**config.mk**
```make
export PLATFORM = sky130hd
export DESIGN_NAME = tick_to_seconds_microseconds_clock_core
export DESIGN_NICKNAME = d
export VERILOG_FILES = /design/src/rtl/tstc_pkg.sv /design/src/rtl/tick_to_seconds_microseconds_clock_core.sv /design/src/rtl/tstc_div.sv
export VERILOG_INCLUDE_DIRS = /design/src /design/src/rtl
export SDC_FILE = /design/constraint.sdc
export NUM_CORES = 1
export LEC_CHECK = 0
export BUFFER_PORTS_ARGS = -buffer_cell sky130_fd_sc_hd__buf_2
export CAP_MARGIN = 20
export CELL_PAD_IN_SITES_DETAIL_PLACEMENT = 1
export CELL_PAD_IN_SITES_GLOBAL_PLACEMENT = 1
export CORE_UTILIZATION = 40
export DETAILED_ROUTE_END_ITERATION = 12
export GPL_TIMING_DRIVEN = 0
export PLACE_DENSITY_LB_ADDON = 0.08
export SLEW_MARGIN = 10
export SYNTH_ARGS = -nofsm -noshare
export SYNTH_HDL_FRONTEND = slang
export SYNTH_HIERARCHICAL = 1
export SYNTH_SLANG_ARGS = --single-unit
```
**constraint.sdc**
```tcl
create_clock -name clk -period 12.2 [get_ports clk]
set_input_delay 0.61 -clock clk [delete_from_list [all_inputs] [get_ports clk]]
set_output_delay 0.61 -clock clk [all_outputs]
set_load 0.02 [all_outputs]
```
**src/rtl/assert_macros.svh**
```systemverilog
// ----------------------------------------------------------------------------
// Assertion macros
// Shared concurrent assertion shorthands; empty when SYNTH is defined.
// ----------------------------------------------------------------------------
`ifndef ASSERT_MACROS_SVH
`define ASSERT_MACROS_SVH
`ifndef SYNTH
// same-cycle implication
`define ASSERT_IMP(lbl, clk, rst_n, ante, cons) \
	lbl: assert property (@(posedge clk) disable iff (!rst_n) (ante) |-> (cons)) \
		else $error("assertion failed");
// next-cycle implication
`define ASSERT_NXT(lbl, clk, rst_n, ante, cons) \
	lbl: assert property (@(posedge clk) disable iff (!rst_n) (ante) |=> (cons)) \
		else $error("assertion failed");
`else
`define ASSERT_IMP(lbl, clk, rst_n, ante, cons)
`define ASSERT_NXT(lbl, clk, rst_n, ante, cons)
`endif
`endif

```
**src/rtl/tstc_pkg.sv**
```systemverilog
// ----------------------------------------------------------------------------
// tstc_pkg
// Widths, register indexes, constants and interface types of the tick clock.
// ----------------------------------------------------------------------------
package tstc_pkg;

	// field widths
	localparam int DIVIDEND_WIDTH        = 64;
	localparam int DIVISOR_WIDTH         = 32;
	localparam int TPU_WIDTH             = 13;
	localparam int START_WIDTH           = 40;
	localparam int USEC_WIDTH            = 20;
	localparam int DEFAULT_SECONDS_WIDTH = 40;

	// configuration port
	localparam int CFG_INDEX_WIDTH = 2;
	localparam int CFG_DATA_WIDTH  = 40;
	localparam logic [CFG_INDEX_WIDTH-1:0] REG_TICKS_PER_SEC  = 2'd0;
	localparam logic [CFG_INDEX_WIDTH-1:0] REG_TICKS_PER_USEC = 2'd1;
	localparam logic [CFG_INDEX_WIDTH-1:0] REG_START_SECONDS  = 2'd2;

	// register reset values
	localparam logic [DIVISOR_WIDTH-1:0] TPS_RESET = 32'd1000000;
	localparam logic [TPU_WIDTH-1:0]     TPU_RESET = 13'd1;

	// divider step counts
	localparam int STEP_CNT_WIDTH = $clog2(DIVIDEND_WIDTH + 1);
	localparam logic [STEP_CNT_WIDTH-1:0] STEPS_FULL = STEP_CNT_WIDTH'(DIVIDEND_WIDTH);
	localparam logic [STEP_CNT_WIDTH-1:0] STEPS_HALF = STEP_CNT_WIDTH'(DIVISOR_WIDTH);

	// microsecond arithmetic: low quotient bits kept, anything above saturates
	localparam int USEC_LO_WIDTH  = USEC_WIDTH + 1;
	localparam int USEC_SUM_WIDTH = USEC_WIDTH + 2;
	localparam logic [USEC_SUM_WIDTH-1:0] USEC_PER_SEC = 22'd1000000;
	localparam logic [USEC_WIDTH-1:0]     USEC_LAST    = 20'd999999;

	// divider control and status
	typedef struct packed {
		logic                      start;
		logic [STEP_CNT_WIDTH-1:0] steps;
	} div_req_t;

	typedef struct packed {
		logic busy;
		logic done;
	} div_sts_t;

endpackage

```
**src/rtl/tick_to_seconds_microseconds_clock_core.sv**
```systemverilog
// ----------------------------------------------------------------------------
// tick_to_seconds_microseconds_clock_core
// Turns free-running tick counter readings into a seconds/microseconds clock.
// ----------------------------------------------------------------------------
// Each input transaction is one time query carrying a 64-bit tick reading and
// returns one result transaction with seconds and microseconds. The first
// query after reset latches the base and loads seconds from start_seconds; its
// result is published without a division. Later queries divide the tick
// delta by ticks_per_second and the remainder by ticks_per_microsecond on a
// single shared restoring divider that resolves one quotient bit per cycle:
// 64 steps for the first division and 32 for the second. A zero divisor
// register skips its division (with ticks_per_second zero the delta itself
// goes to ticks_per_microsecond, in 64 steps). One query is in flight at a
// time; a new query is accepted the cycle after the result is registered,
// even if that result has not yet been taken.
// Configuration writes are taken at any time and must only be issued while no
// query is in flight.
`include "assert_macros.svh"

module tick_to_seconds_microseconds_clock_core
	import tstc_pkg::*;
#(
	parameter int SECONDS_WIDTH = DEFAULT_SECONDS_WIDTH
) (
	input  logic                       clk,
	input  logic                       arst_n,
	// configuration writes
	input  logic                       cfg_valid,
	output logic                       cfg_ready,
	input  logic [CFG_INDEX_WIDTH-1:0] cfg_index,
	input  logic [CFG_DATA_WIDTH-1:0]  cfg_data,
	// query channel
	input  logic                       in_valid,
	output logic                       in_ready,
	input  logic [DIVIDEND_WIDTH-1:0]  tick_reading,
	// result channel
	output logic                       out_valid,
	input  logic                       out_ready,
	output logic [SECONDS_WIDTH-1:0]   seconds,
	output logic [USEC_WIDTH-1:0]      microseconds
);

	typedef enum logic [6:0] {
		ST_IDLE  = 7'b0000001,
		ST_SETUP = 7'b0000010,
		ST_DIV1  = 7'b0000100,
		ST_DIV2  = 7'b0001000,
		ST_ACC   = 7'b0010000,
		ST_SEC   = 7'b0100000,
		ST_PUB   = 7'b1000000
	} state_t;

	state_t                     state_q;
	logic [DIVISOR_WIDTH-1:0]   tps_q;
	logic [TPU_WIDTH-1:0]       tpu_q;
	logic [START_WIDTH-1:0]     start_q;
	logic                       base_latched_q;
	logic [DIVIDEND_WIDTH-1:0]  last_tick_q;
	logic [DIVIDEND_WIDTH-1:0]  delta_q;
	logic [SECONDS_WIDTH-1:0]   second_count_q;
	logic [USEC_WIDTH-1:0]      microsecond_count_q;
	logic [SECONDS_WIDTH-1:0]   whole_q;
	logic                       usec_big_q;
	logic [USEC_LO_WIDTH-1:0]   usec_lo_q;
	logic                       carry_q;
	logic                       out_valid_q;
	logic [SECONDS_WIDTH-1:0]   seconds_q;
	logic [USEC_WIDTH-1:0]      microseconds_q;

	logic                       in_fire;
	logic                       out_free;
	logic                       tps_zero;
	logic                       tpu_zero;
	div_req_t                   div_req;
	div_sts_t                   div_sts;
	logic [DIVIDEND_WIDTH-1:0]  div_dividend;
	logic [DIVISOR_WIDTH-1:0]   div_divisor;
	logic [DIVIDEND_WIDTH-1:0]  div_quotient;
	logic [DIVISOR_WIDTH-1:0]   div_remainder;
	logic [USEC_SUM_WIDTH-1:0]  usum;
	logic [USEC_SUM_WIDTH-1:0]  usum_wrapped;
	logic                       usec_over;
	logic                       usec_sat;
	logic [USEC_WIDTH-1:0]      usec_next;

	assign in_ready  = (state_q == ST_IDLE);
	assign in_fire   = in_valid && in_ready;
	assign out_free  = !out_valid_q || out_ready;
	assign cfg_ready = 1'b1;
	assign tps_zero  = (tps_q == '0);
	assign tpu_zero  = (tpu_q == '0);

	// configuration registers; unknown indexes are dropped
	always_ff @(posedge clk or negedge arst_n) begin
		if (!arst_n) begin
			tps_q   <= TPS_RESET;
			tpu_q   <= TPU_RESET;
			start_q <= '0;
		end else if (cfg_valid && cfg_ready) begin
			case (cfg_index)
				REG_TICKS_PER_SEC:  tps_q   <= cfg_data[DIVISOR_WIDTH-1:0];
				REG_TICKS_PER_USEC: tpu_q   <= cfg_data[TPU_WIDTH-1:0];
				REG_START_SECONDS:  start_q <= cfg_data[START_WIDTH-1:0];
				default: ;
			endcase
		end
	end

	// divider request: seconds pass, then microsecond pass
	always_comb begin
		div_req.start = 1'b0;
		div_req.steps = STEPS_FULL;
		div_dividend  = delta_q;
		div_divisor   = tps_q;
		case (state_q)
			ST_SETUP: begin
				if (!tps_zero) begin
					div_req.start = 1'b1;
				end else if (!tpu_zero) begin
					div_req.start = 1'b1;
					div_divisor   = DIVISOR_WIDTH'(tpu_q);
				end
			end
			ST_DIV1: begin
				if (div_sts.done && !tpu_zero) begin
					div_req.start = 1'b1;
					div_req.steps = STEPS_HALF;
					div_dividend  = {div_remainder, {DIVISOR_WIDTH{1'b0}}};
					div_divisor   = DIVISOR_WIDTH'(tpu_q);
				end
			end
			default: ;
		endcase
	end

	tstc_div u_div (
		.clk       (clk),
		.arst_n    (arst_n),
		.req       (div_req),
		.dividend  (div_dividend),
		.divisor   (div_divisor),
		.sts       (div_sts),
		.quotient  (div_quotient),
		.remainder (div_remainder)
	);

	// microsecond accumulate with one carry, saturating at the last microsecond
	always_comb begin
		usum         = USEC_SUM_WIDTH'(microsecond_count_q) + USEC_SUM_WIDTH'(usec_lo_q);
		usum_wrapped = usum - USEC_PER_SEC;
		usec_over    = usec_big_q || (usum >= USEC_PER_SEC);
		usec_sat     = usec_big_q || (usum_wrapped >= USEC_PER_SEC);
		if (!usec_over) begin
			usec_next = usum[USEC_WIDTH-1:0];
		end else if (usec_sat) begin
			usec_next = USEC_LAST;
		end else begin
			usec_next = usum_wrapped[USEC_WIDTH-1:0];
		end
	end

	// control sequencer
	always_ff @(posedge clk or negedge arst_n) begin
		if (!arst_n) begin
			state_q        <= ST_IDLE;
			base_latched_q <= 1'b0;
			out_valid_q    <= 1'b0;
		end else begin
			// a publishing cycle refills the result register itself
			if (out_valid_q && out_ready && state_q != ST_PUB) begin
				out_valid_q <= 1'b0;
			end
			case (state_q)
				ST_IDLE: begin
					if (in_fire) begin
						base_latched_q <= 1'b1;
						state_q        <= base_latched_q ? ST_SETUP : ST_PUB;
					end
				end
				ST_SETUP: begin
					if (!tps_zero) begin
						state_q <= ST_DIV1;
					end else if (!tpu_zero) begin
						state_q <= ST_DIV2;
					end else begin
						state_q <= ST_ACC;
					end
				end
				ST_DIV1: begin
					if (div_sts.done) begin
						state_q <= tpu_zero ? ST_ACC : ST_DIV2;
					end
				end
				ST_DIV2: begin
					if (div_sts.done) begin
						state_q <= ST_ACC;
					end
				end
				ST_ACC: begin
					state_q <= ST_SEC;
				end
				ST_SEC: begin
					state_q <= ST_PUB;
				end
				ST_PUB: begin
					if (out_free) begin
						out_valid_q <= 1'b1;
						state_q     <= ST_IDLE;
					end
				end
				default: begin
					state_q <= ST_IDLE;
				end
			endcase
		end
	end

	// clock state and working registers
	always_ff @(posedge clk or negedge arst_n) begin
		if (!arst_n) begin
			last_tick_q         <= '0;
			second_count_q      <= '0;
			microsecond_count_q <= '0;
		end else begin
			case (state_q)
				ST_IDLE: begin
					if (in_fire) begin
						last_tick_q <= tick_reading;
						if (!base_latched_q) begin
							second_count_q      <= SECONDS_WIDTH'(start_q);
							microsecond_count_q <= '0;
						end
					end
				end
				ST_ACC: begin
					microsecond_count_q <= usec_next;
				end
				ST_SEC: begin
					second_count_q <= second_count_q + whole_q + SECONDS_WIDTH'(carry_q);
				end
				default: ;
			endcase
		end
	end

	// quotients, delta and result payload
	always_ff @(posedge clk) begin
		case (state_q)
			ST_IDLE: begin
				delta_q <= tick_reading - last_tick_q;
			end
			ST_SETUP: begin
				if (tps_zero) begin
					whole_q <= '0;
					if (tpu_zero) begin
						usec_big_q <= 1'b0;
						usec_lo_q  <= '0;
					end
				end
			end
			ST_DIV1: begin
				if (div_sts.done) begin
					whole_q <= SECONDS_WIDTH'(div_quotient);
					if (tpu_zero) begin
						usec_big_q <= 1'b0;
						usec_lo_q  <= '0;
					end
				end
			end
			ST_DIV2: begin
				if (div_sts.done) begin
					usec_big_q <= |div_quotient[DIVIDEND_WIDTH-1:USEC_LO_WIDTH];
					usec_lo_q  <= div_quotient[USEC_LO_WIDTH-1:0];
				end
			end
			ST_ACC: begin
				carry_q <= usec_over;
			end
			ST_PUB: begin
				if (out_free) begin
					seconds_q      <= second_count_q;
					microseconds_q <= microsecond_count_q;
				end
			end
			default: ;
		endcase
	end

	assign out_valid    = out_valid_q;
	assign seconds      = seconds_q;
	assign microseconds = microseconds_q;

	// checks
	`ASSERT_NXT(a_one_query, clk, arst_n, in_fire, !in_ready)
	`ASSERT_IMP(a_usec_range, clk, arst_n, out_valid_q, microseconds_q < USEC_LAST + 1'b1)
	`ASSERT_IMP(a_div_owner, clk, arst_n, div_sts.done, state_q == ST_DIV1 || state_q == ST_DIV2)
	`ASSERT_NXT(a_first_latch, clk, arst_n, in_fire && !base_latched_q, state_q == ST_PUB)

endmodule

```
**src/rtl/tstc_div.sv**
```systemverilog
// ----------------------------------------------------------------------------
// tstc_div
// Restoring radix-2 divider, one quotient bit per cycle. The dividend shifts
// out of the top of a 64-bit register while quotient bits shift in below.
// ----------------------------------------------------------------------------
module tstc_div
	import tstc_pkg::*;
(
	input  logic                      clk,
	input  logic                      arst_n,
	input  div_req_t                  req,
	input  logic [DIVIDEND_WIDTH-1:0] dividend,
	input  logic [DIVISOR_WIDTH-1:0]  divisor,
	output div_sts_t                  sts,
	output logic [DIVIDEND_WIDTH-1:0] quotient,
	output logic [DIVISOR_WIDTH-1:0]  remainder
);

	logic [DIVIDEND_WIDTH-1:0] dq_q;
	logic [DIVISOR_WIDTH-1:0]  rem_q;
	logic [DIVISOR_WIDTH-1:0]  dvs_q;
	logic [STEP_CNT_WIDTH-1:0] cnt_q;
	logic                      busy_q;
	logic                      done_q;
	logic [DIVISOR_WIDTH+1:0]  trial;
	logic                      fits;

	// trial subtract of the divisor from the shifted partial remainder
	assign trial = {1'b0, rem_q, dq_q[DIVIDEND_WIDTH-1]} - {2'b00, dvs_q};
	assign fits  = ~trial[DIVISOR_WIDTH+1];

	// step counter and status
	always_ff @(posedge clk or negedge arst_n) begin
		if (!arst_n) begin
			busy_q <= 1'b0;
			done_q <= 1'b0;
			cnt_q  <= '0;
		end else if (req.start) begin
			busy_q <= 1'b1;
			done_q <= 1'b0;
			cnt_q  <= req.steps;
		end else if (busy_q) begin
			cnt_q  <= cnt_q - 1'b1;
			busy_q <= (cnt_q != STEP_CNT_WIDTH'(1));
			done_q <= (cnt_q == STEP_CNT_WIDTH'(1));
		end else begin
			done_q <= 1'b0;
		end
	end

	// datapath shift registers
	always_ff @(posedge clk) begin
		if (req.start) begin
			dq_q  <= dividend;
			rem_q <= '0;
			dvs_q <= divisor;
		end else if (busy_q) begin
			dq_q  <= {dq_q[DIVIDEND_WIDTH-2:0], fits};
			rem_q <= fits ? trial[DIVISOR_WIDTH-1:0]
			              : {rem_q[DIVISOR_WIDTH-2:0], dq_q[DIVIDEND_WIDTH-1]};
		end
	end

	assign sts.busy  = busy_q;
	assign sts.done  = done_q;
	assign quotient  = dq_q;
	assign remainder = rem_q;

endmodule
```
==> results_dict.tcl <==
set metrics [dict create \
    max-slew-margin-rel_pct 25.5 \
    final_util_pct 46.4 \
    nNetsFinal 3370 \
    placed_area_um2 32900 \
    cp-end-kind "flop" \
    areaGrowthSynthToFinish_pct 15.0 \
    tns_ns 0 \
    syn_area_per_cell_um2 10.8 \
    path_max_fanout 10 \
    path_class "flop to flop" \
    max_freq_ghz 0.200 \
    cts-htree-levels 3 \
    clock_latency_ns 0.62 \
    final_common_cell "nand2_1" \
    grt.overflow.total 0 \
    cts_root_buf "clkbuf_16" \
    cts_tree "built" \
    grt_max_degree 89 \
    cts_sinks 542 \
    cap_viol_max_count 0 \
    drive_above_1_share_pct 18.9 \
    fin_cells 4130 \
    firstDrtPassIters 5 \
    portBuffers 172 \
    syn-instance-count 2839 \
    clk_pin_slew_worst_paths_ns 0.06 \
    maxSlewViolCount 0 \
    drtIter0Drc 1334 \
    status "finished, final reports clean" \
    die_area_um2 77600 \
    layout_min_cycle_time_ns 4.99 \
    hpwl_um 70800 \
    finalHoldViolations 0 \
    peakVddDrop_v 0.000122 \
    clock_path_buffers 3 \
    finClkSkew_ns 0.0210 \
    gp_congestion 0.872 \
    cts_buffers 68 \
    critical_path_required_ns 12.65 \
    drtAntennaViolNets 0 \
    pwr_density_cell_nw_per_um2 281 \
    start_kind "flop" \
    pin_count 174 \
    rsz0062_at_grt "no" \
    fp.dieW_um 279 \
    worst_slew_pin_slew_ns 1.12 \
    routed_wl_um 90600 \
    via_per_inst 5.47 \
    track_usage_pct 23.3 \
    finalInstanceArea_um2 35200 \
    hold_path.class "input port to flop" \
    grt_pass1_vias 23500 \
    fin_crit_sh_pct 40.9 \
    syn-cell-area_um2 30600 \
    coreArea_um2 75800 \
    dp.cells 4001 \
    vias 22600 \
    mostFrequentLayoutCells "nand2_1, edfxtp_1, mux2_2" \
    initial_core_util_pct 40.3 \
    yosys_warnings 6 \
    setup_viol 0 \
    power_leakage_nw 14.9 \
    die_h_um 279 \
    arrival_ns 5.44 \
    grt_pass1_wl_um 139000 \
    wl_per_cell_um 21.9 \
    row_count 101 \
    antenna_found_initial 3 \
    drc 0 \
]
==> final timing paths <==
check / startpoint / end / slack (ns) / cells past startpoint
worst min register to register: microsecond_count_q[0] / microseconds[0] / 0.49 / 0
min in group asynchronous: arst_n / microsecond_count_q[15] / 0.51 / 2
max in group asynchronous: arst_n / last_tick_q[55] / 10.43 / 4
worst max-delay path: microsecond_count_q[0] / microsecond_count_q[1] / 7.21 / 15
worst max register to register: microsecond_count_q[0] / microsecond_count_q[1] / 7.21 / 15
worst min-delay path: cfg_data[32] / start_q[32] / 0.23 / 2
==> sequential cells by signal, summed over array words and instances (netlist names), 21 cells and up <==
name and cells:
u_div/quotient 64, start_q 40, seconds 40, second_count_q 40, tps_q 32, usec_lo_q 21, last_tick_q 64, whole_q 40
u_div/dvs_q 32, u_div/remainder 32, delta_q 64
==> where the power goes <==
group	total (mW)	switching, mW	internal [mW]
registers	3.39	0.539	2.86
clock network	2.03	0.823	1.21
logic	4.45	2.55	1.90
==> metrics by stage <==
step / hold slack (ns) / setup slack, ns / total power, mW
after CTS: 0.195 / 7.18 / 9.96
after floorplan: 0.314 / 6.63 / 6.54
after detailed placement: 0.481 / 7.22 / 7.86
final: 0.228 / 7.21 / 9.88
after global routing: 0.224 / 6.89 / 10.5
after global placement: 0.471 / 3.92 / 7.69
==> critical path: stages, from the launching register on <==
cell and delay, ns:
dfrtp_1 0.40, ha_1 0.24, fa_1 0.44, a211oi_1 0.36, or4b_4 0.23, nand4_1 0.42
and4_1 0.44, nor4_4 0.49, o41a_2 0.33, o2111ai_1 0.18, mux2i_1 0.20, o31ai_4 0.38
o21a_4 0.24, o21ai_2 0.10, buf_6 0.21, a2bb2oi_2 0.14
==> per-layer routing <==
layer	GRT usage, %	share of wire (%)	up-vias
met1	33.5	49	11200
met5	0	0	-
met4	8.09	3.1	0
met2	35.9	44	456
li1	-	-	10800
met3	3.02	4.3	131
==> repair_timing <==
action / in CTS / in global routing
setup endpoints to repair: 0 / 0
resized for setup: 0 / 0
setup buffers: 0 / 0
hold endpoints to repair: 25 / 0
hold buffers: 1 / 0
==> final cells by class <==
class / instances / area (um^2)
timing repair buffer: 182 / 1060
antenna: 1 / 2.50
tap: 978 / 1220
clock inverter: 28 / 254
fill: 8323 / 40700
inverter: 153 / 577
clock buffer: 98 / 2000
multi-input combinational: 2044 / 14800
buffer: 104 / 465
sequential: 542 / 14800
Power figures use the tool's default switching activity.
